--- config.mk ---
export PLATFORM = sky130hd
export DESIGN_NAME = multi_mode_crc_engine_flat
export DESIGN_NICKNAME = d
export VERILOG_FILES = /design/src/rtl/mmcrc_pkg.sv /design/src/rtl/mmcrc_if.sv /design/src/rtl/multi_mode_crc_engine.sv /design/src/flat_wrapper.sv
export SDC_FILE = /design/constraint.sdc
export NUM_CORES = 1
export LEC_CHECK = 0
export BUFFER_PORTS_ARGS = -buffer_cell sky130_fd_sc_hd__buf_2
export CORE_MARGIN = 2
export CORE_UTILIZATION = 38
export CTS_CLUSTER_SIZE = 16
export DETAILED_ROUTE_END_ITERATION = 6
export PLACE_DENSITY = 0.63
export SYNTH_ARGS = -nofsm -noshare
export SYNTH_HDL_FRONTEND = slang
export SYNTH_SLANG_ARGS = --single-unit
--- constraint.sdc ---
create_clock -name clk -period 7.25 [get_ports clk]
set_input_delay 0.725 -clock clk [delete_from_list [all_inputs] [get_ports clk]]
set_output_delay 0.725 -clock clk [all_outputs]
set_load 0.02 [all_outputs]
--- src/rtl/mmcrc_pkg.sv ---
// ============================================================================
// mmcrc_pkg - shared definitions for the multi-mode CRC engine
// Mode codes, polynomials, init values, register map and the unrolled
// per-byte / per-word CRC update functions.
// ============================================================================
`default_nettype none

package mmcrc_pkg;

    // Widths of the item fields and of the register port
    localparam int DataWidth  = 8;
    localparam int CrcWidth   = 32;
    localparam int BufWidth   = 24;
    localparam int CountWidth = 2;
    localparam int ModeWidth  = 2;
    localparam int AddrWidth  = 3;
    localparam int PdataWidth = 32;

    // Mode codes
    localparam logic [ModeWidth-1:0] MODE_CRC8  = 2'd0;
    localparam logic [ModeWidth-1:0] MODE_CRC16 = 2'd1;
    localparam logic [ModeWidth-1:0] MODE_CRC32 = 2'd2;
    localparam logic [ModeWidth-1:0] MODE_RSVD  = 2'd3;

    // Register index of crc_mode (byte address 4 * index)
    localparam logic [AddrWidth-3:0] REG_CRC_MODE = 1'b0;

    // Polynomials
    localparam logic [7:0]  POLY8  = 8'h8C;
    localparam logic [15:0] POLY16 = 16'h1021;
    localparam logic [31:0] POLY32 = 32'h04C1_1DB7;

    // Init values
    localparam logic [31:0] INIT8  = 32'h0000_00FF;
    localparam logic [31:0] INIT16 = 32'h0000_FFFF;
    localparam logic [31:0] INIT32 = 32'hFFFF_FFFF;

    // Last word slot of the little-endian packer
    localparam logic [CountWidth-1:0] LAST_SLOT = 2'd3;

    // Init value of the CRC register for a given mode
    function automatic logic [CrcWidth-1:0] mode_init(input logic [ModeWidth-1:0] mode);
        logic [CrcWidth-1:0] v;
        case (mode)
            MODE_CRC8:  v = INIT8;
            MODE_CRC16: v = INIT16;
            default:    v = INIT32;
        endcase
        return v;
    endfunction

    // Reflected CRC-8, one byte, LSB first
    function automatic logic [7:0] crc8_byte(input logic [7:0] crc, input logic [7:0] data);
        logic [7:0] c;
        c = crc ^ data;
        for (int k = 0; k < 8; k++) begin
            if (c[0])
                c = (c >> 1) ^ POLY8;
            else
                c = c >> 1;
        end
        return c;
    endfunction

    // MSB-first CRC-16, one byte
    function automatic logic [15:0] crc16_byte(input logic [15:0] crc, input logic [7:0] data);
        logic [15:0] c;
        logic        fb;
        c = crc;
        for (int k = 7; k >= 0; k--) begin
            fb = c[15] ^ data[k];
            c  = c << 1;
            if (fb)
                c = c ^ POLY16;
        end
        return c;
    endfunction

    // MSB-first CRC-32, one 32-bit word
    function automatic logic [31:0] crc32_word(input logic [31:0] crc, input logic [31:0] word);
        logic [31:0] c;
        logic        fb;
        c = crc;
        for (int k = 31; k >= 0; k--) begin
            fb = c[31] ^ word[k];
            c  = c << 1;
            if (fb)
                c = c ^ POLY32;
        end
        return c;
    endfunction

endpackage

`default_nettype wire

--- src/rtl/mmcrc_if.sv ---
// ============================================================================
// mmcrc_in_if / mmcrc_out_if - valid/ready channels of the CRC engine
// Message byte channel and CRC result channel.
// ============================================================================
`default_nettype none

interface mmcrc_in_if;
    logic                           valid;
    logic                           ready;
    logic [mmcrc_pkg::DataWidth-1:0] data_byte;
    logic                           first_byte;
    logic                           last_byte;

    modport source (output valid, output data_byte, output first_byte,
                    output last_byte, input ready);
    modport sink   (input valid, input data_byte, input first_byte,
                    input last_byte, output ready);
endinterface

interface mmcrc_out_if;
    logic                           valid;
    logic                           ready;
    logic [mmcrc_pkg::CrcWidth-1:0] crc_value;

    modport source (output valid, output crc_value, input ready);
    modport sink   (input valid, input crc_value, output ready);
endinterface

`default_nettype wire

--- src/rtl/multi_mode_crc_engine.sv ---
// ============================================================================
// multi_mode_crc_engine - byte-wide CRC-8 / CRC-16 / CRC-32 engine
// Folds one message byte per cycle, unless msg.ready is low, into the CRC
// register and emits the CRC on the last byte. CRC-32 words are little-endian.
// ============================================================================
//
//  channel  dir  handshake       payload
//  -------  ---  --------------  ----------------------------------------
//  msg      in   valid / ready   data_byte[7:0], first_byte, last_byte
//  result   out  valid / ready   crc_value[31:0]
//  apb      in   psel / penable  paddr[2:0], pwdata[31:0] -> crc_mode
//
//  One byte is accepted every cycle while msg.ready is high; the CRC
//  update is a single unrolled XOR network between the input handshake
//  and the state registers. A message's CRC is registered into the output
//  register, or into the one skid entry behind it while the output is held;
//  msg.ready drops only while two results are waiting.
//  Reset (rst_n low, asynchronous) sets mode CRC-8, CRC all ones, buffer empty.
// ============================================================================
`default_nettype none

module multi_mode_crc_engine
(
    input  wire logic                              clk,
    input  wire logic                              rst_n,
    mmcrc_in_if.sink                               msg,
    mmcrc_out_if.source                            result,
    input  wire logic                              psel,
    input  wire logic                              penable,
    input  wire logic                              pwrite,
    input  wire logic [mmcrc_pkg::AddrWidth-1:0]   paddr,
    input  wire logic [mmcrc_pkg::PdataWidth-1:0]  pwdata,
    output logic      [mmcrc_pkg::PdataWidth-1:0]  prdata,
    output logic                                   pready
);
    import mmcrc_pkg::*;

    // State
    logic [ModeWidth-1:0]  mode_reg;
    logic [CrcWidth-1:0]   crc_reg,   crc_next;
    logic [BufWidth-1:0]   buf_reg,   buf_next;
    logic [CountWidth-1:0] cnt_reg,   cnt_next;

    // Output register and skid entry
    logic                  out_valid_reg;
    logic [CrcWidth-1:0]   out_data_reg;
    logic                  skid_valid_reg;
    logic [CrcWidth-1:0]   skid_data_reg;

    logic                  accept;
    logic                  push;
    logic                  pop;
    logic                  cfg_write;
    logic                  reg_sel;

    logic [CrcWidth-1:0]   crc_cur;
    logic [BufWidth-1:0]   buf_cur;
    logic [CountWidth-1:0] cnt_cur;
    logic [CrcWidth-1:0]   word;

    // ------------------------------------------------------------------
    // Register port
    // ------------------------------------------------------------------
    assign pready    = 1'b1;
    assign reg_sel   = (paddr[AddrWidth-1:2] == REG_CRC_MODE);
    assign cfg_write = psel && penable && pwrite && pready;
    assign prdata    = reg_sel ? {{(PdataWidth-ModeWidth){1'b0}}, mode_reg}
                               : {PdataWidth{1'b0}};

    // reserved mode code is dropped
    always_ff @(posedge clk or negedge rst_n)
    begin
        if (!rst_n)
        begin
            mode_reg <= MODE_CRC8;
        end
        else if (cfg_write && reg_sel && (pwdata[ModeWidth-1:0] != MODE_RSVD))
        begin
            mode_reg <= pwdata[ModeWidth-1:0];
        end
    end

    // ------------------------------------------------------------------
    // Handshake
    // ------------------------------------------------------------------
    assign msg.ready     = !skid_valid_reg;
    assign accept        = msg.valid && msg.ready;
    assign push          = accept && msg.last_byte;
    assign pop           = out_valid_reg && result.ready;
    assign result.valid     = out_valid_reg;
    assign result.crc_value = out_data_reg;

    // ------------------------------------------------------------------
    // CRC update for one byte
    // ------------------------------------------------------------------
    always_comb
    begin
        // first byte restarts from the mode's init value
        crc_cur = msg.first_byte ? mode_init(mode_reg) : crc_reg;
        buf_cur = msg.first_byte ? {BufWidth{1'b0}} : buf_reg;
        cnt_cur = msg.first_byte ? {CountWidth{1'b0}} : cnt_reg;

        // little-endian word with this byte in its slot
        word = {{(CrcWidth-BufWidth){1'b0}}, buf_cur}
             | ({{(CrcWidth-DataWidth){1'b0}}, msg.data_byte} << {cnt_cur, 3'b000});

        crc_next = crc_cur;
        buf_next = buf_cur;
        cnt_next = cnt_cur;

        case (mode_reg)
            MODE_CRC8:
            begin
                crc_next = {{(CrcWidth-8){1'b0}}, crc8_byte(crc_cur[7:0], msg.data_byte)};
            end
            MODE_CRC16:
            begin
                crc_next = {{(CrcWidth-16){1'b0}}, crc16_byte(crc_cur[15:0], msg.data_byte)};
            end
            default:
            begin
                // full word, or padded partial word on the last byte
                if ((cnt_cur == LAST_SLOT) || msg.last_byte)
                begin
                    crc_next = crc32_word(crc_cur, word);
                    buf_next = {BufWidth{1'b0}};
                    cnt_next = {CountWidth{1'b0}};
                end
                else
                begin
                    buf_next = word[BufWidth-1:0];
                    cnt_next = cnt_cur + 1'b1;
                end
            end
        endcase

        // last byte empties the packer in every mode
        if (msg.last_byte)
        begin
            buf_next = {BufWidth{1'b0}};
            cnt_next = {CountWidth{1'b0}};
        end
    end

    always_ff @(posedge clk or negedge rst_n)
    begin
        if (!rst_n)
        begin
            crc_reg <= INIT32;
            buf_reg <= {BufWidth{1'b0}};
            cnt_reg <= {CountWidth{1'b0}};
        end
        else if (accept)
        begin
            crc_reg <= crc_next;
            buf_reg <= buf_next;
            cnt_reg <= cnt_next;
        end
    end

    // ------------------------------------------------------------------
    // Output register and skid entry
    // ------------------------------------------------------------------
    always_ff @(posedge clk or negedge rst_n)
    begin
        if (!rst_n)
        begin
            out_valid_reg  <= 1'b0;
            skid_valid_reg <= 1'b0;
        end
        else if (skid_valid_reg)
        begin
            if (pop)
            begin
                skid_valid_reg <= 1'b0;
            end
        end
        else if (push)
        begin
            if (out_valid_reg && !pop)
            begin
                skid_valid_reg <= 1'b1;
            end
            else
            begin
                out_valid_reg <= 1'b1;
            end
        end
        else if (pop)
        begin
            out_valid_reg <= 1'b0;
        end
    end

    always_ff @(posedge clk)
    begin
        if (skid_valid_reg)
        begin
            if (pop)
            begin
                out_data_reg <= skid_data_reg;
            end
        end
        else if (push)
        begin
            if (out_valid_reg && !pop)
            begin
                skid_data_reg <= crc_next;
            end
            else
            begin
                out_data_reg <= crc_next;
            end
        end
    end

    // ------------------------------------------------------------------
    // Assertions
    // ------------------------------------------------------------------
    a_skid_behind_out: assert property (@(posedge clk) disable iff (!rst_n)
        skid_valid_reg |-> out_valid_reg)
        else $error("skid entry holds an item while output register is empty");

    a_last_empties_buf: assert property (@(posedge clk) disable iff (!rst_n)
        (accept && msg.last_byte) |=> (cnt_reg == '0) && (buf_reg == '0))
        else $error("word buffer not emptied after last byte");

    a_crc8_narrow: assert property (@(posedge clk) disable iff (!rst_n)
        (accept && (mode_reg == MODE_CRC8)) |=> (crc_reg[CrcWidth-1:8] == '0))
        else $error("CRC-8 update left upper CRC bits set");

endmodule

`default_nettype wire
--- src/flat_wrapper.sv ---
// flat-port wrapper written by rule: the top's interface ports become plain ports
module multi_mode_crc_engine_flat import mmcrc_pkg::*;
  (clk, rst_n, psel, penable, pwrite, paddr, pwdata, prdata, pready, msg_valid, msg_data_byte, msg_first_byte, msg_last_byte, msg_ready, result_valid, result_crc_value, result_ready);
  mmcrc_in_if msg_i ();
  mmcrc_out_if result_i ();
  input  wire logic clk;
  input  wire logic rst_n;
  input  wire logic psel;
  input  wire logic penable;
  input  wire logic pwrite;
  input  wire logic [mmcrc_pkg::AddrWidth-1:0] paddr;
  input  wire logic [mmcrc_pkg::PdataWidth-1:0] pwdata;
  output logic      [mmcrc_pkg::PdataWidth-1:0] prdata;
  output logic pready;
  input wire logic [$bits(msg_i.valid)-1:0] msg_valid;
  input wire logic [$bits(msg_i.data_byte)-1:0] msg_data_byte;
  input wire logic [$bits(msg_i.first_byte)-1:0] msg_first_byte;
  input wire logic [$bits(msg_i.last_byte)-1:0] msg_last_byte;
  output wire logic [$bits(msg_i.ready)-1:0] msg_ready;
  output wire logic [$bits(result_i.valid)-1:0] result_valid;
  output wire logic [$bits(result_i.crc_value)-1:0] result_crc_value;
  input wire logic [$bits(result_i.ready)-1:0] result_ready;
  assign msg_i.valid = msg_valid;
  assign msg_i.data_byte = msg_data_byte;
  assign msg_i.first_byte = msg_first_byte;
  assign msg_i.last_byte = msg_last_byte;
  assign msg_ready = msg_i.ready;
  assign result_valid = result_i.valid;
  assign result_crc_value = result_i.crc_value;
  assign result_i.ready = result_ready;
  multi_mode_crc_engine u_core (.clk(clk), .rst_n(rst_n), .msg(msg_i), .result(result_i), .psel(psel), .penable(penable), .pwrite(pwrite), .paddr(paddr), .pwdata(pwdata), .prdata(prdata), .pready(pready));
endmodule
==> reports/metrics.yaml <==
status:
  outcome: "finished, final reports clean"
timing:
  min_period_ns: 5.75
  setup_viol: 0
  tightestPinTransition_ns: 1.02
  min_period_over_period_pct: 79.3
  drv_slew: 0
  clock-skew-final_ns: 0.0177
  slew_headroom_pct: 31.8
  hold_violations: 0
  rsz0062_at_grt: "no"
  setup_tns_ns: 0
  fmax_ghz: 0.174
route:
  dr.first_iter.drc_count: 619
  drtAntennaViolNets: 0
  drc: 0
  wl_mm: 28.0
  vias: 7564
  wl_per_cell_microns: 19.7
  dr.pass1.iters: 6
  routed_via_density: 5.31
yosys:
  synth_area_sq_mm: 0.0103
  synth-edff-count: 64
  synth_area_per_cell_sq_um: 9.88
  synthCells: 1038
  ys_ff_latch: 126
  ys_types: 64
  seq_area_frac_synth_pct: 34.2
  ys_warn_count: 0
  async_reset_ff_share_pct: 49.2
  ys.flop_type: "edfxtp_1"
global_route:
  grt_use_met1_pct: 30.1
  gr-usage-met2_pct: 28.4
  antenna_found_initial: 2
  grt_pass1_wl_mm: 42.8
  grt_max_degree: 63
  first_global_vias: 7104
  grt_util_met3_pct: 4.56
  grt_usage_pct: 19.9
  grt.busiest_layer: "met1"
  gr-total-overflow: 0
hold_path:
  hold_path_class: "in -> async"
final_layout:
  final_nets: 1122
  stdcell_count: 1424
  area_delta_synth_final_pct: 10.4
  final_cell_mix: "xnor2_1, nand2_1, o21ai_0"
  final_layout_size_suffix_gt1_share_pct: 17.0
  final_common_cell: "xnor2_1"
floorplanning:
  initial_utilization_pct: 38.4
  die_h_microns: 168
  die_area_sq_mm: 0.0283
  placementRows: 60
  ios: 119
  core_area_sq_mm: 0.0267
  fp.dieW_microns: 168
clock_tree:
  clock-sinks: 126
  cts_resized: 0
  holdBufCountCts: 0
  cts_root_buffer: "clkbuf_16"
  post_cts_buffers: 0
  cts_buffers: 17
  cts_tree: "yes"
  cts.clk_slew.worst_paths_ns: 0.07
  h-tree-depth: 4
  cts_buffer_depth: 2
  clk_latency_ns: 0.44
worst_setup_path:
  regToRegSetupSlack_ns: 1.50
  worstPathRequired_ns: 7.44
  crit_path_start: "u_core.cnt_reg[1]$_DFFE_PN0P_"
  r2r_cells: 13
  path_class: "reg -> reg"
  crit_path_start_kind: "flip-flop"
  cp_max_fo: 21
  r2r_end: "u_core.result.crc_value[11]$_DFFE_PP_"
  r2r-start: "u_core.cnt_reg[1]$_DFFE_PN0P_"
  setup.worst_path.end_class: "flip-flop"
  crit_arrival_ns: 5.94
placed_design:
  port-buffer-count: 55
  place_hpwl_mm: 20.6
  gp_congestion: 0.945
  placed_cells: 1391
job:
  max-cap-violations: 0
-- per-layer routing --
metal	up-vias	wire length, microns
met3	35	2350
met1	3616	13400
met2	331	11800
met4	0	504
met5	-	0
li1	3582	-
-- worst max-delay path by stage --
stage | to
floorplan | u_core.result.crc_value[10]$_DFFE_PP_
global placement | u_core.result.crc_value[10]$_DFFE_PP_
detailed placement | u_core.result.crc_value[10]$_DFFE_PP_
CTS | u_core.result.crc_value[10]$_DFFE_PP_
global route | u_core.result.crc_value[10]$_DFFE_PP_
finish | u_core.result.crc_value[11]$_DFFE_PP_
-- synthesized netlist by cell type (3+ instances only) --
| master | instances | share of area [%] |
|---|---|---|
| a211oi_1 | 4 | 0.29 |
| a21o_1 | 5 | 0.37 |
| a21oi_1 | 49 | 2.4 |
| a221o_1 | 3 | 0.29 |
| a22oi_1 | 23 | 1.7 |
| a31oi_1 | 4 | 0.24 |
| and2_1 | 7 | 0.43 |
| and3_1 | 6 | 0.37 |
| and4_1 | 3 | 0.26 |
| buf_1 | 5 | 0.18 |
| buf_2 | 8 | 0.39 |
| buf_4 | 34 | 2.5 |
| clkbuf_1 | 46 | 1.7 |
| dfrtp_1 | 30 | 7.3 |
| dfstp_2 | 32 | 8.2 |
| edfxtp_1 | 64 | 19 |
| inv_1 | 42 | 1.5 |
| mux2_2 | 19 | 2.1 |
| mux2i_1 | 9 | 0.88 |
| nand2_1 | 98 | 3.6 |
| nand3b_1 | 11 | 0.80 |
| nor2_1 | 65 | 2.4 |
| nor2b_1 | 16 | 0.98 |
| nor3_1 | 5 | 0.24 |
| o211ai_1 | 4 | 0.29 |
| o21ai_0 | 75 | 3.7 |
| o21ai_1 | 9 | 0.44 |
| o221ai_1 | 14 | 1.2 |
| o22ai_1 | 24 | 1.5 |
| o31ai_1 | 4 | 0.29 |
| xnor2_1 | 177 | 15 |
| xnor2_2 | 7 | 1.1 |
| xnor2_4 | 3 | 0.80 |
| xnor3_1 | 37 | 8.1 |
| xor2_1 | 55 | 4.7 |
| xor2_2 | 3 | 0.48 |
| xor3_1 | 5 | 1.2 |
-- through the flow --
step | hold WS, ns | util [%] | setup WS (ns) | area (sq um)
6_report | 0.485 | 42.4 | 1.50 | 11300
5_1_grt | 0.493 | 42.4 | 1.36 | 11300
4_1_cts | 0.484 | 42.4 | 1.60 | 11300
3_5_place_dp | 0.474 | 40.2 | 1.28 | 10800
3_3_place_gp | 0.474 | 40.2 | 1.33 | 10800
2_1_floorplan | 0.429 | - | 2.20 | 10400
-- critical path, stage by stage (launching register included) --
cell and delay (ns):
dfrtp_1 0.62, buf_4 0.32, and3_1 0.23, mux2i_2 0.47, o221ai_1 0.29, xnor2_1 0.53, xnor2_1 0.30, xnor3_1 0.57
xnor3_1 0.43, xnor3_1 0.49, xnor3_1 0.49, o221ai_1 0.26, o21ai_1 0.18, mux2_2 0.29
-- area by class of cell --
cell class	instances	area [sq um]
fill	2550	15400
multi-input combinational	805	6220
sequential	126	3510
timing repair buffer	76	433
clock buffer	18	429
tap	341	427
inverter	43	161
clock inverter	14	135
antenna	1	2.50
-- logic make-up after synthesis --
family          share of synthesized area [%]
xor+xnor                                 32.2
other cells                            0.0732
mux                                      3.32
fa+ha+maj                               0.122
flops                                    34.2
simple gates                             9.78
buf+inv                                  6.32
compound gates                           14.0
Power is left out: the tool's default activity adds up to more than one toggle a clock period on the data nets, which glitch-free logic cannot reach.
